## config.mk

```make
export PLATFORM = sky130hd
export DESIGN_NAME = esc_front
export DESIGN_NICKNAME = d
export VERILOG_FILES = /design/src/esc_pkg.sv /design/src/esc_front.sv
export SDC_FILE = /design/constraint.sdc
export NUM_CORES = 1
export LEC_CHECK = 0
export BUFFER_PORTS_ARGS = -buffer_cell sky130_fd_sc_hd__buf_4
export CORE_ASPECT_RATIO = 1.5
export CORE_MARGIN = 1
export CORE_UTILIZATION = 56
export DETAILED_ROUTE_END_ITERATION = 10
export GPL_TIMING_DRIVEN = 0
export PLACE_DENSITY_LB_ADDON = 0.15
export SLEW_MARGIN = 5
export SYNTH_ARGS = -nofsm -noshare
export SYNTH_HDL_FRONTEND = slang
export SYNTH_SLANG_ARGS = --single-unit
```

## constraint.sdc

```tcl
create_clock -name clk -period 5 [get_ports clk]
set_input_delay 0.5 -clock clk [delete_from_list [all_inputs] [get_ports clk]]
set_output_delay 0.5 -clock clk [all_outputs]
set_load 0.005 [all_outputs]
```

## src/esc_pkg.sv

```systemverilog
// esc_pkg: shared types, register indexes, sequencer codes and shift helpers
// for the environmental sensor compensation block.
// No dependencies; every other file but esc_div refers to it by scoped names.
package esc_pkg;

    localparam int CFG_INDEX_W = 3;
    localparam int CFG_DATA_W  = 64;

    // one raw reading set
    typedef struct packed {
        logic [19:0] raw_temperature;
        logic [19:0] raw_pressure;
        logic [15:0] raw_humidity;
    } item_t;

    // one compensated result
    typedef struct packed {
        logic signed [15:0] temperature_centi;
        logic [31:0]        pressure_fixed;
        logic [16:0]        humidity_fixed;
        logic               temperature_valid;
        logic               pressure_valid;
        logic               humidity_valid;
        logic               pressure_divide_zero;
    } result_t;

    // configuration registers
    typedef struct packed {
        logic [47:0]        temp_calibration;
        logic [63:0]        pressure_calibration_a;
        logic [63:0]        pressure_calibration_b;
        logic signed [15:0] pressure_trim_nine;
        logic [63:0]        humidity_calibration;
        logic [2:0]         channel_enable;
    } cfg_t;

    typedef enum logic [CFG_INDEX_W-1:0] {
        REG_TEMP_CAL,
        REG_PRES_CAL_A,
        REG_PRES_CAL_B,
        REG_PRES_TRIM9,
        REG_HUM_CAL,
        REG_CHAN_EN
    } reg_index_t;

    // channel enable bits
    localparam int EN_TEMP = 0;
    localparam int EN_PRES = 1;
    localparam int EN_HUM  = 2;

    // passes of the shared 32x32 multiplier
    typedef enum logic [1:0] {
        MP_LOW,
        MP_CROSS_A,
        MP_CROSS_B
    } mul_phase_t;

    // back-end sequencer states
    typedef enum logic [2:0] {
        BK_IDLE,
        BK_MUL_GO,
        BK_MUL_WAIT,
        BK_DIV_GO,
        BK_DIV_WAIT,
        BK_OUT
    } bk_state_t;

    // compensation steps, in execution order
    typedef enum logic [4:0] {
        STP_A1,
        STP_DD,
        STP_V2,
        STP_XX,
        STP_Y6,
        STP_Y5,
        STP_W3,
        STP_W2,
        STP_XD,
        STP_NUM,
        STP_DIV,
        STP_E1A,
        STP_E1B,
        STP_E2,
        STP_HA,
        STP_HB1,
        STP_HB2,
        STP_HFB,
        STP_HFB2,
        STP_HV,
        STP_HS,
        STP_HH1
    } step_t;

    function automatic logic [31:0] asr32(input logic [31:0] v, input logic [5:0] s);
        return 32'($signed(v) >>> s);
    endfunction

    function automatic logic [63:0] asr64(input logic [63:0] v, input logic [6:0] s);
        return 64'($signed(v) >>> s);
    endfunction

endpackage

```

## src/esc_front.sv

```systemverilog
// esc_front: input side; two-entry queue of raw reading sets between the
// push/full port and the back-end sequencer. Depends on esc_pkg.
module esc_front (
    input  logic          clk,
    input  logic          rst_n,
    input  logic          push,
    input  esc_pkg::item_t reading,
    output logic          full,
    output logic          avail,
    output esc_pkg::item_t head,
    input  logic          take
);

    esc_pkg::item_t slot_reg [2];
    logic           wr_ptr_reg;
    logic           rd_ptr_reg;
    logic [1:0]     count_reg;
    logic           do_push;
    logic           do_pop;

    assign full    = (count_reg == 2'd2);
    assign avail   = (count_reg != 2'd0);
    assign head    = slot_reg[rd_ptr_reg];
    assign do_push = push && !full;
    assign do_pop  = take && avail;

    // pointers and fill count
    always_ff @(posedge clk or negedge rst_n)
    begin
        if (!rst_n)
        begin
            wr_ptr_reg <= 1'b0;
            rd_ptr_reg <= 1'b0;
            count_reg  <= 2'd0;
        end
        else
        begin
            if (do_push)
                wr_ptr_reg <= !wr_ptr_reg;
            if (do_pop)
                rd_ptr_reg <= !rd_ptr_reg;
            if (do_push && !do_pop)
                count_reg <= count_reg + 2'd1;
            else if (do_pop && !do_push)
                count_reg <= count_reg - 2'd1;
        end
    end

    // storage
    always_ff @(posedge clk)
    begin
        if (do_push)
            slot_reg[wr_ptr_reg] <= reading;
    end

endmodule

```

======== Word level (Yosys, flattened, before mapping) ========
Memories as Yosys holds them, arrays and structs flattened.
Index checks and enable logic that the tools add are counted.
operators by class
  muxes and demuxes ....................... 4
  div/mod/pow operators ................... 0
  equality and inequality tests ........... 1
  reduce and logical (&&, ||, !) cells .... 11
  multipliers ............................. 0
  magnitude comparators ................... 0
  bitwise gates (word level) .............. 0
  shift-type cells ........................ 0
  add/sub/neg operators ................... 2
operators with widths
  kind                                               number
  logical NOT 1 bit                                  5
  logical AND 1 bit                                  4
  two-way mux 2 bit                                  2
  nonzero test 2 bit                                 2
  adder 2 x 1 -> 2 bit (second input constant)       1
  == test 2 bit (second input constant)              1
  two-way mux 1 bit                                  2
  subtractor 2 x 1 -> 2 bit (second input constant)  1
storage, ports and cells
  output and inout bits ................... 58
  memory bits (read-only) ................. 0
  memory bits (writable) .................. 112
  input port bits ......................... 60
  logic and storage cells ................. 22
  memories ................................ 1
  bits in registers ....................... 4
  bits in latches ......................... 0
memories
  name      words  bits a word  rd ports  clocked after memory_dff  write ports  RTL line         source
  slot_reg  2      56           1         0                         1            esc_front.sv:14  esc_pkg::item_t slot_reg [2];

======== Logic depth before layout (Yosys ltp) ========
Gate-level depths: netlist (run 1).
  word-level depth ........................ 7
  gate-level depth with buffers ........... 7
  mapped depth without buffers ............ 7

======== Worst setup path after synthesis (run 1) ========
Ideal clock, no wire load.
  path kind ............................... register -> register
  start point ............................. register count_reg[0]
  end point ............................... memory slot_reg[0][0] in the netlist's numbering (enable)
  data required time ...................... 4.530 ns
  clock period less this slack ............ 3.439 ns
  stages on the path, launching flop included .. 4
  data arrival time ....................... 2.969 ns
  path buffers ............................ 0
  setup time .............................. 0.470 ns
  setup slack ............................. 1.561 ns
  cell sequence ........................... dfrtp_1 -> nand2b_1 -> nand2_1 -> nor2_1
between the ends
  cells in the longest elaborated chain, start to end .. 5
ends and longest elaborated chain
  what                                     RTL line         source
  from (decl)                              esc_front.sv:17  logic [1:0] count_reg;
  from (signal assigned)                   esc_front.sv:43  count_reg <= count_reg + 2'd1;
  from (signal assigned)                   esc_front.sv:45  count_reg <= count_reg - 2'd1;
  == test 2 bit                            esc_front.sv:21  assign full = (count_reg == 2'd2);
  logical NOT 1 bit                        esc_front.sv:24  assign do_push = push && !full;
  logical AND 1 bit                        esc_front.sv:24
  two-way mux 1 bit                        esc_front.sv:52  if (do_push)
  two-way mux 1 bit (implied by the code)  esc_front.sv:53  slot_reg[wr_ptr_reg] <= reading;
  to (decl)                                esc_front.sv:14
Every way passes these cells.

==> results of run 1 <==
area by class of cell:
type / count / area, um^2
buffer: 6 / 55.05
clock buffer: 21 / 440.4
clock inverter: 10 / 66.31
fill: 434 / 1633
inverter: 2 / 7.507
multi-input combinational: 69 / 842.1
sequential: 116 / 3463
tap: 102 / 127.6
timing repair buffer: 120 / 928.4
metrics by stage:
| step | instance area, um^2 | setup WS [ns] |
|---|---|---|
| after floorplan | 4359 | 1.561 |
| after global placement | 5365 | 0.2210 |
| after detailed placement | 5414 | 2.952 |
| after CTS | 5931 | 2.864 |
| after global routing | 5931 | 2.773 |
| final | 5931 | 2.915 |
repair_timing:
| action | CTS | global route |
|---|---|---|
| hold buffers | 1 | 0 |
| endpoints found under the hold margin | 4 | 0 |
| buffers inserted | 0 | 0 |
layer usage:
metal,up-vias,GRT usage (%)
li1,1034,-
met2,81,35.26
met1,1081,18.67
met5,-,0
met3,10,10.00
met4,0,10.30
cell usage after synthesis:
cell | count | area [um^2]
edfxtp_1 | 112 | 3363
mux2_4 | 30 | 450.4
mux2_2 | 26 | 292.8
buf_6 | 4 | 45.04
dfrtp_1 | 4 | 100.1
xnor2_1 | 3 | 26.28
buf_2 | 2 | 10.01
inv_1 | 2 | 7.510
nand2_1 | 2 | 7.510
nor2_1 | 2 | 7.510
xor2_1 | 2 | 17.52
and3_1 | 1 | 6.260
ha_1 | 1 | 12.51
nand2b_1 | 1 | 6.260
or2_2 | 1 | 6.260
final timing paths:
kind	slack, ns	end	depth (start not counted)
worst max-delay path	2.92	head[11]	4
worst min-delay path	0.28	slot_reg[0][9]$_DFFE_PP_	1
worst max register to register	2.94	slot_reg[0][30]$_DFFE_PP_	4
worst min register to register	0.53	count_reg[1]$_DFFE_PN0P_	1
max in group asynchronous	4.45	rd_ptr_reg$_DFFE_PN0P_	2
min in group asynchronous	0.44	count_reg[0]$_DFFE_PN0P_	2
power breakdown:
part           total, mW  switching [mW]  internal [mW]
registers           1.40          0.0658           1.33
logic               1.09           0.448          0.637
clock network       1.02           0.363          0.661
total               3.51           0.877           2.63
kinds of logic (layout without fill, tap and decap cells):
family,Yosys count,count (layout),share of synthesized area (%)
XOR/XNOR,5,5,1.005
adder cells (fa/ha/maj),1,1,0.2870
buffers and inverters,8,159,1.435
flip-flops,116,116,79.45
multiplexers,56,56,17.05
AND/OR/NAND/NOR,7,7,0.7754
critical path, cell delays in order (launching register included):
cell	delay [ns]
dfrtp_1	0.36
buf_6	0.17
buf_6	0.19
mux2_4	0.32
buf_4	0.14
==> reports/metrics.yaml, run 1 <==
finalClockSkew_ns: 0.007841
yosysSeqAreaShare_pct: 79.45
status: "complete, no violations"
hold_viol: 0
initial_core_util_pct: 57.63
clk-insertion-delay-late_ns: 0.40
ctsLongestPathBuffers: 2
fin_total_pwr_mw: 3.510
dp_hpwl_mm: 5.032
met2_length_mm: 4.287
maxSlewViolCount: 0
crit_path_max_fanout: 10
max_clock_freq_mhz: 479.6
io_buffers: 117
rows: 39
core_area_um2: 7564
wl_met3_um: 476
cts_resized: 0
worstSetupStartpointType: "flip-flop"
die-area_um2: 8148
grt_pass1_vias: 2368
cts_root_buf: "clkbuf_16"
drtPass1Iterations: 4
hp-start: "reading[9]"
min_period_ns: 2.085
slew_headroom_pct: 43.70
cts_buffers: 17
grt_first_pass_wirelength_mm: 10.98
avgSynthCellArea_um2: 22.59
peakVddDrop_uv: 515.2
drc: 0
synth_cells: 193
setup_violations: 0
via_per_inst: 4.946
finalSetupTns_ns: 0
htree_levels: 4
die_width_um: 74.04
dp_cells: 414
final_common_cell: "buf_4"
largest_reg_flops: 112
worstSetupPathType: "flip-flop to output port"
critPathLaunch: "rd_ptr_reg$_DFFE_PN0P_"
cap_violations: 0
clk_pin_slew_ns: 0.05
cp.required_ns: 4.50
diodes: 0
synth_warnings: 0
hp-class: "primary input to flip-flop"
wl_per_cell_um: 16.79
p_leak_nw: 2.357
post-route-util_pct: 78.41
hold_ws_ns: 0.2778
wl_met1_mm: 2.619
nets: 393
p_per_area_nw_per_um2: 591.9
syn_to_final_growth_pct: 36.05
crit_arrival_ns: 1.58
fp.dieH_um: 110.1
cts_num_sinks: 116
antenna_found_initial: 0
top_layer_used: "met4"
final_cells: 446
r2r-start: "count_reg[0]$_DFFE_PN0P_"
synth_cell_types: 15
route.vias.total: 2206
cts_tree: "yes"
grt_setup_unrepaired: "false"
finalCritPeriodShare_pct: 41.70
synth_nets: 254
gp_congestion: 0.7276
worst_slew_pin_slew_ns: 0.8426
drt_iter0_drc: 60
synth_seq_cells: 116
routed_wl_mm: 7.490
ios: 118
end_kind: "output port"
grt_max_degree: 31
final_cell_mix: "buf_4, edfxtp_1, mux2_4, mux2_2, clkbuf_16"
track_usage_pct: 20.10
overflow: 0
drive_gt1_share_pct: 59.30
ant_nets: 0
synthesis.area_um2: 4359
Note: power is estimated with default switching activity, not from simulation.
==> run 2, diff against run 1 <==
--- a/config.mk
+++ b/config.mk
@@ -8,7 +8,7 @@
 export BUFFER_PORTS_ARGS = -buffer_cell sky130_fd_sc_hd__buf_4
 export CORE_ASPECT_RATIO = 1.5
 export CORE_MARGIN = 1
-export CORE_UTILIZATION = 56
+export CORE_UTILIZATION = 52
 export DETAILED_ROUTE_END_ITERATION = 10
 export GPL_TIMING_DRIVEN = 0
 export PLACE_DENSITY_LB_ADDON = 0.15
==> constraint.sdc (replaced) <==
create_clock -name clk -period 2.05 [get_ports clk]
set_input_delay 0.205 -clock clk [delete_from_list [all_inputs] [get_ports clk]]
set_output_delay 0.205 -clock clk [all_outputs]
set_load 0.005 [all_outputs]
==> run 2 against run 1 <==
Effect of this change:
- sequential cell count did not move
- combinational power grew to 2.5 times the previous value
- clock skew is 0.0015 ns lower
- die area rose by 7.5%
- global-route usage rose by 1.3 points
- clock power rose to 2.6 times the previous value
- wire length increased by 13%
- first-iteration DRC count up 100%
==> reports/metrics.yaml, run 2 (same netlist as run 1, synthesis figures left out) <==
p_per_area_nw_per_um2: 1355  # was 591.9 nW/um^2
die-area_um2: 8760  # was 8148 um^2
placed_area_um2: 5418  # was 5414 um^2
largest_reg_flops: 112  # unchanged
slew_headroom_pct: 47.26  # was 43.70%
overflow: 0  # unchanged
crit_path_max_fanout: 10  # unchanged
setup_violations: 0  # unchanged
via_per_inst: 4.848  # was 4.946
cts_buffers: 17  # unchanged
syn_to_final_growth_pct: 49.94  # was 36.05%
antenna_found_initial: 0  # unchanged
grt_max_degree: 57  # was 31
grt_pass1_vias: 2772  # was 2368
end_kind: "output port"  # unchanged
fin_total_pwr_mw: 8.856  # was 3.510 mW
track_usage_pct: 21.36  # was 20.10%
ctsLongestPathBuffers: 2  # unchanged
clk-insertion-delay-late_ns: 0.40  # about the same
ios: 118  # unchanged
finalCritPeriodShare_pct: 88.89
hp-class: "primary input to flip-flop"  # unchanged
drt_iter0_drc: 120  # was 60
final_cell_mix: "buf_4, edfxtp_1, dlygate4sd3_1, mux2_4, mux2_2"  # was buf_4, edfxtp_1, mux2_4, mux2_2, clkbuf_16
grt_first_pass_wirelength_mm: 13.32  # was 10.98 mm
drc: 0  # unchanged
ant_nets: 0  # unchanged
clk_pin_slew_ns: 0.05  # about the same
grt_setup_unrepaired: "false"  # unchanged
maxSlewViolCount: 0  # unchanged
drtPass1Iterations: 4  # unchanged
finalClockSkew_ns: 0.006380  # was 0.007841 ns
crit_arrival_ns: 1.62  # was 1.58 ns
core_area_um2: 8058  # was 7564 um^2
dp_hpwl_mm: 4.846  # was 5.032 mm
htree_levels: 4  # unchanged
diodes: 0  # unchanged
rows: 40  # was 39
route.vias.total: 2453  # was 2206
dp_cells: 417  # was 414
cp.required_ns: 1.85  # was 4.50 ns
fp.dieH_um: 114.1  # was 110.1 um
die_width_um: 76.76  # was 74.04 um
final_cells: 506  # was 446
postCtsSetupBuffers: 0  # unchanged
status: "complete, no violations"  # unchanged
gp_congestion: 0.6240  # was 0.7276
worstSetupPathType: "flip-flop to output port"  # unchanged
peakVddDrop_uv: 1516  # was 515.2 uV
nets: 449  # was 393
io_buffers: 117  # unchanged
final_common_cell: "buf_4"  # unchanged
worst_slew_pin_slew_ns: 0.7911  # was 0.8426 ns
min_period_ns: 1.822
initial_core_util_pct: 54.10  # was 57.63%
worstSetupStartpointType: "flip-flop"  # unchanged
cts_root_buf: "clkbuf_16"  # unchanged
p_leak_nw: 2.615  # was 2.357 nW
wl_per_cell_um: 16.72  # was 16.79 um
cap_violations: 0  # unchanged
final_cell_area_um2: 6536  # was 5931 um^2
routed_wl_mm: 8.462  # was 7.490 mm
cts_tree: "yes"  # unchanged
drive_gt1_share_pct: 52.37  # was 59.30%
hold_viol: 0  # unchanged
cts_num_sinks: 116  # unchanged
max_clock_freq_mhz: 548.8
-- run 2: repair_timing --
item | 4_1_cts | 5_1_grt
setup endpoints to repair | 56 | 0
gates resized for setup | 1 | 0
hold buffers | 57 | 0
hold endpoints to repair | 116 | 0
-- run 2: final timing paths --
path                                           from                         to  slack [ns]  depth (start not counted)
setup / recovery             rd_ptr_reg$_DFFE_PN0P_                   head[16]        0.23                          4
hold / removal                                 take     rd_ptr_reg$_DFFE_PN0P_        0.11                          3
setup reg to reg           count_reg[0]$_DFFE_PN0P_  slot_reg[0][52]$_DFFE_PP_        0.24                          5
hold reg to reg            count_reg[1]$_DFFE_PN0P_   count_reg[1]$_DFFE_PN0P_        0.49                          1
max in group asynchronous                     rst_n     wr_ptr_reg$_DFFE_PN0N_        1.81                          2
min in group asynchronous                     rst_n   count_reg[0]$_DFFE_PN0P_        0.13                          2
-- run 2: cell type report --
cell class	instances	area [um^2]
Buffer	6	55.05
Clock buffer	26	489.2
Clock inverter	6	55.05
Fill cell	421	1521
Inverter	2	7.507
Multi-Input combinational cell	69	845.8
Sequential cell	116	3463
Tap cell	105	131.4
Timing Repair Buffer	176	1489
-- run 2: report_power, final --
part | internal (mW) | switching [mW]
registers | 3.26 | 0.156
logic | 1.63 | 1.15
clock network | 1.75 | 0.923
total | 6.63 | 2.22
-- run 2: routing by layer --
metal / vias up / GRT usage (%) / share of wire, %
li1: 1148 / - / -
met1: 1200 / 21.18 / 36
met2: 89 / 38.27 / 56
met3: 16 / 7.251 / 5.7
met4: 0 / 12.69 / 2.5
met5: - / 0 / 0
-- run 2: worst max-delay path: stages (launching register included) --
cell	delay (ns)
dfrtp_1	0.36
buf_6	0.18
buf_6	0.20
mux2_4	0.33
buf_4	0.14
-- run 2: per-stage QoR --
stage,utilization [%],hold slack (ns),worst slack (ns),TNS (ns)
after floorplan,-,-0.09059,0.1532,0
after global placement,66.74,0.006299,-0.3466,-22.31
after detailed placement,67.24,0.007360,-0.07253,-3.802
after CTS,81.12,0.09233,0.2081,0
after global routing,81.12,0.1117,0.09712,0
final,81.12,0.1056,0.2278,0
==> run 3, diff against run 2 <==
--- a/config.mk
+++ b/config.mk
@@ -11,6 +11,7 @@
 export CORE_UTILIZATION = 52
 export DETAILED_ROUTE_END_ITERATION = 10
 export GPL_TIMING_DRIVEN = 0
+export MAX_ROUTING_LAYER = met4
 export PLACE_DENSITY_LB_ADDON = 0.15
 export SLEW_MARGIN = 5
 export SYNTH_ARGS = -nofsm -noshare
==> constraint.sdc (replaced) <==
create_clock -name clk -period 1.9 [get_ports clk]
set_input_delay 0.19 -clock clk [delete_from_list [all_inputs] [get_ports clk]]
set_output_delay 0.19 -clock clk [all_outputs]
set_load 0.005 [all_outputs]
==> run 3 against run 2 <==
Effect of this change:
- count of clock-buffer cells in the layout did not move
- final cell count rose by 0.40%
- power rose by 8.2%
- wire length rose by 0.46%
- clock power rose by 7.9%
- critical path type unchanged
==> reports/metrics.yaml, run 3 (same netlist as run 1, synthesis figures left out) <==
status: "complete, no violations"  # unchanged
via_per_inst: 4.843  # was 4.848
post-route-util_pct: 81.30  # was 81.12%
ctsLongestPathBuffers: 2  # unchanged
grt_pass1_vias: 2780  # was 2772
critPathLaunch: "rd_ptr_reg$_DFFE_PN0P_"  # unchanged
final_common_cell: "buf_4"  # unchanged
io_buffers: 117  # unchanged
worstSetupPathType: "flip-flop to output port"  # unchanged
finalClockSkew_ns: 0.01075  # was 0.006380 ns
slew_headroom_pct: 47.38  # was 47.26%
drt_iter0_drc: 108  # was 120
crit_end: "head[16]"  # unchanged
setup_violations: 0  # unchanged
worstSetupStartpointType: "flip-flop"  # unchanged
htree_levels: 4  # unchanged
wl_per_cell_um: 16.73  # was 16.72 um
post-place-ws_ns: -0.2225  # was -0.07253 ns
grt_setup_unrepaired: "false"  # unchanged
path_cells: "buf_6, buf_6, mux2_4, buf_4"  # unchanged
ios: 118  # unchanged
p_leak_nw: 2.625  # was 2.615 nW
largest_reg_flops: 112  # unchanged
dp_hpwl_mm: 4.846  # unchanged
met1_usage_pct: 21.63  # was 21.18%
final_cell_mix: "buf_4, edfxtp_1, dlygate4sd3_1, mux2_4, mux2_2"  # unchanged
track_usage_pct: 21.98  # was 21.36%
hold_viol: 0  # unchanged
gp_congestion: 0.6288  # was 0.6240
end_kind: "output port"  # unchanged
core_area_um2: 8058  # unchanged
layout_setup_ws_ns: 0.09105  # was 0.2278 ns
cts_tree: "yes"  # unchanged
crit_path_max_fanout: 10  # unchanged
fillers: 418  # was 421
cp.required_ns: 1.71  # was 1.85 ns
routed_wl_mm: 8.501  # was 8.462 mm
ant_nets: 0  # unchanged
overflow: 0  # unchanged
reg2regPathDepth: 2  # was 5
peakVddDrop_uv: 1552  # was 1516 uV
busiest_layer: "met2"  # unchanged
min_period_ns: 1.809
nets: 451  # was 449
cts_root_buf: "clkbuf_16"  # unchanged
max_stage_delay_ns: 0.36  # about the same
grt_first_pass_wirelength_mm: 13.31  # was 13.32 mm
rows: 40  # unchanged
r2r-start: "count_reg[0]$_DFFE_PN0P_"  # unchanged
drive_gt1_share_pct: 52.61  # was 52.37%
cts_buffers: 17  # unchanged
route.vias.total: 2460  # was 2453
use_met3_pct: 6.215  # was 7.251%
antenna_found_initial: 0  # unchanged
initial_core_util_pct: 54.10  # unchanged
reg2reg_to: "slot_reg[1][31]$_DFFE_PP_"  # was slot_reg[0][52]$_DFFE_PP_
p_per_area_nw_per_um2: 1462  # was 1355 nW/um^2
finalCritPeriodShare_pct: 95.21
cap_violations: 0  # unchanged
crit_top_cell: "buf_6"  # unchanged
maxSlewViolCount: 0  # unchanged
rrSetupSlack_ns: 0.16  # was 0.24 ns
worst_slew_pin_slew_ns: 0.7893  # was 0.7911 ns
max_clock_freq_mhz: 552.8
syn_to_final_growth_pct: 50.29  # was 49.94%
die_width_um: 76.76  # unchanged
slowest_stage: "dfrtp_1"  # unchanged
final_cell_area_um2: 6551  # was 6536 um^2
die-area_um2: 8760  # unchanged
placed_area_um2: 5418  # unchanged
grt_max_degree: 57  # unchanged
fp.dieH_um: 114.1  # unchanged
grt_use_met2_pct: 38.27  # unchanged
fin_total_pwr_mw: 9.579  # was 8.856 mW
clk-insertion-delay-late_ns: 0.41  # was 0.40 ns
crit_arrival_ns: 1.62  # about the same
clk_pin_slew_ns: 0.05  # about the same
hp-class: "primary input to flip-flop"  # unchanged
cts_num_sinks: 116  # unchanged
drtPass1Iterations: 5  # was 4
drc: 0  # unchanged
diodes: 0  # unchanged
==> run 3: worst min-delay path by stage <==
stage / start / to / slack (ns) / cells past startpoint
2_1_floorplan: rst_n / count_reg[0]$_DFFE_PN0P_ / -0.11 / 0
3_3_place_gp: rst_n / rd_ptr_reg$_DFFE_PN0P_ / -0.009 / 1
3_5_place_dp: rst_n / count_reg[0]$_DFFE_PN0P_ / -0.008 / 1
4_1_cts: take / rd_ptr_reg$_DFFE_PN0P_ / 0.08 / 3
5_1_grt: take / rd_ptr_reg$_DFFE_PN0P_ / 0.1 / 3
6_report: take / rd_ptr_reg$_DFFE_PN0P_ / 0.09 / 3
==> run 3: area by class of cell <==
| cell class | instances | area (um^2) | share of cell area, % |
|---|---|---|---|
| multi-input cells | 69 | 845.8 | 12.91 |
| repair buffers | 178 | 1504 | 22.96 |
| plain buffers | 6 | 55.05 | 0.8403 |
| clock inverters | 6 | 55.05 | 0.8403 |
| clock buffers | 26 | 489.2 | 7.468 |
| inverters | 2 | 7.507 | 0.1146 |
| well taps | 105 | 131.4 | 2.005 |
| flip-flops and latches | 116 | 3463 | 52.86 |
==> run 3: worst max-delay path: cells and delay by family (launching register included) <==
kind | cells | cell delay [ns]
DFF | 1 | 0.36
buffers and inverters | 3 | 0.52
muxes | 1 | 0.33
==> run 3: layer usage <==
layer	share of wire, %	routed length [um]	vias up
li1	-	-	1151
met1	37	3130	1209
met2	56	4761	86
met3	5.1	433	14
met4	2.1	175	0
met5	0	0	-
==> run 3: per-stage QoR <==
stage | hold slack [ns] | setup TNS, ns | cells
after floorplan | -0.1056 | 0 | 193
after global placement | -0.008701 | -39.11 | 415
after detailed placement | -0.007640 | -12.20 | 417
after CTS | 0.07733 | 0 | 506
after global routing | 0.09863 | 0 | 508
final | 0.08895 | 0 | 508
==> run 3: power breakdown <==
group	leakage, nW	internal, mW	switching [mW]
Clock	0.272	1.88	0.995
Combinational	1.27	1.78	1.24
Sequential	1.09	3.51	0.168
Total	2.62	7.17	2.41
==> run 3: what timing repair did <==
| item | CTS | global route |
|---|---|---|
| endpoints found under the setup margin | 56 | 26 |
| buffers inserted | 0 | 2 |
| endpoints found under the hold margin | 116 | 0 |
| hold buffers | 57 | 0 |
| gates resized for setup | 1 | 0 |
| pin swaps | 0 | 1 |
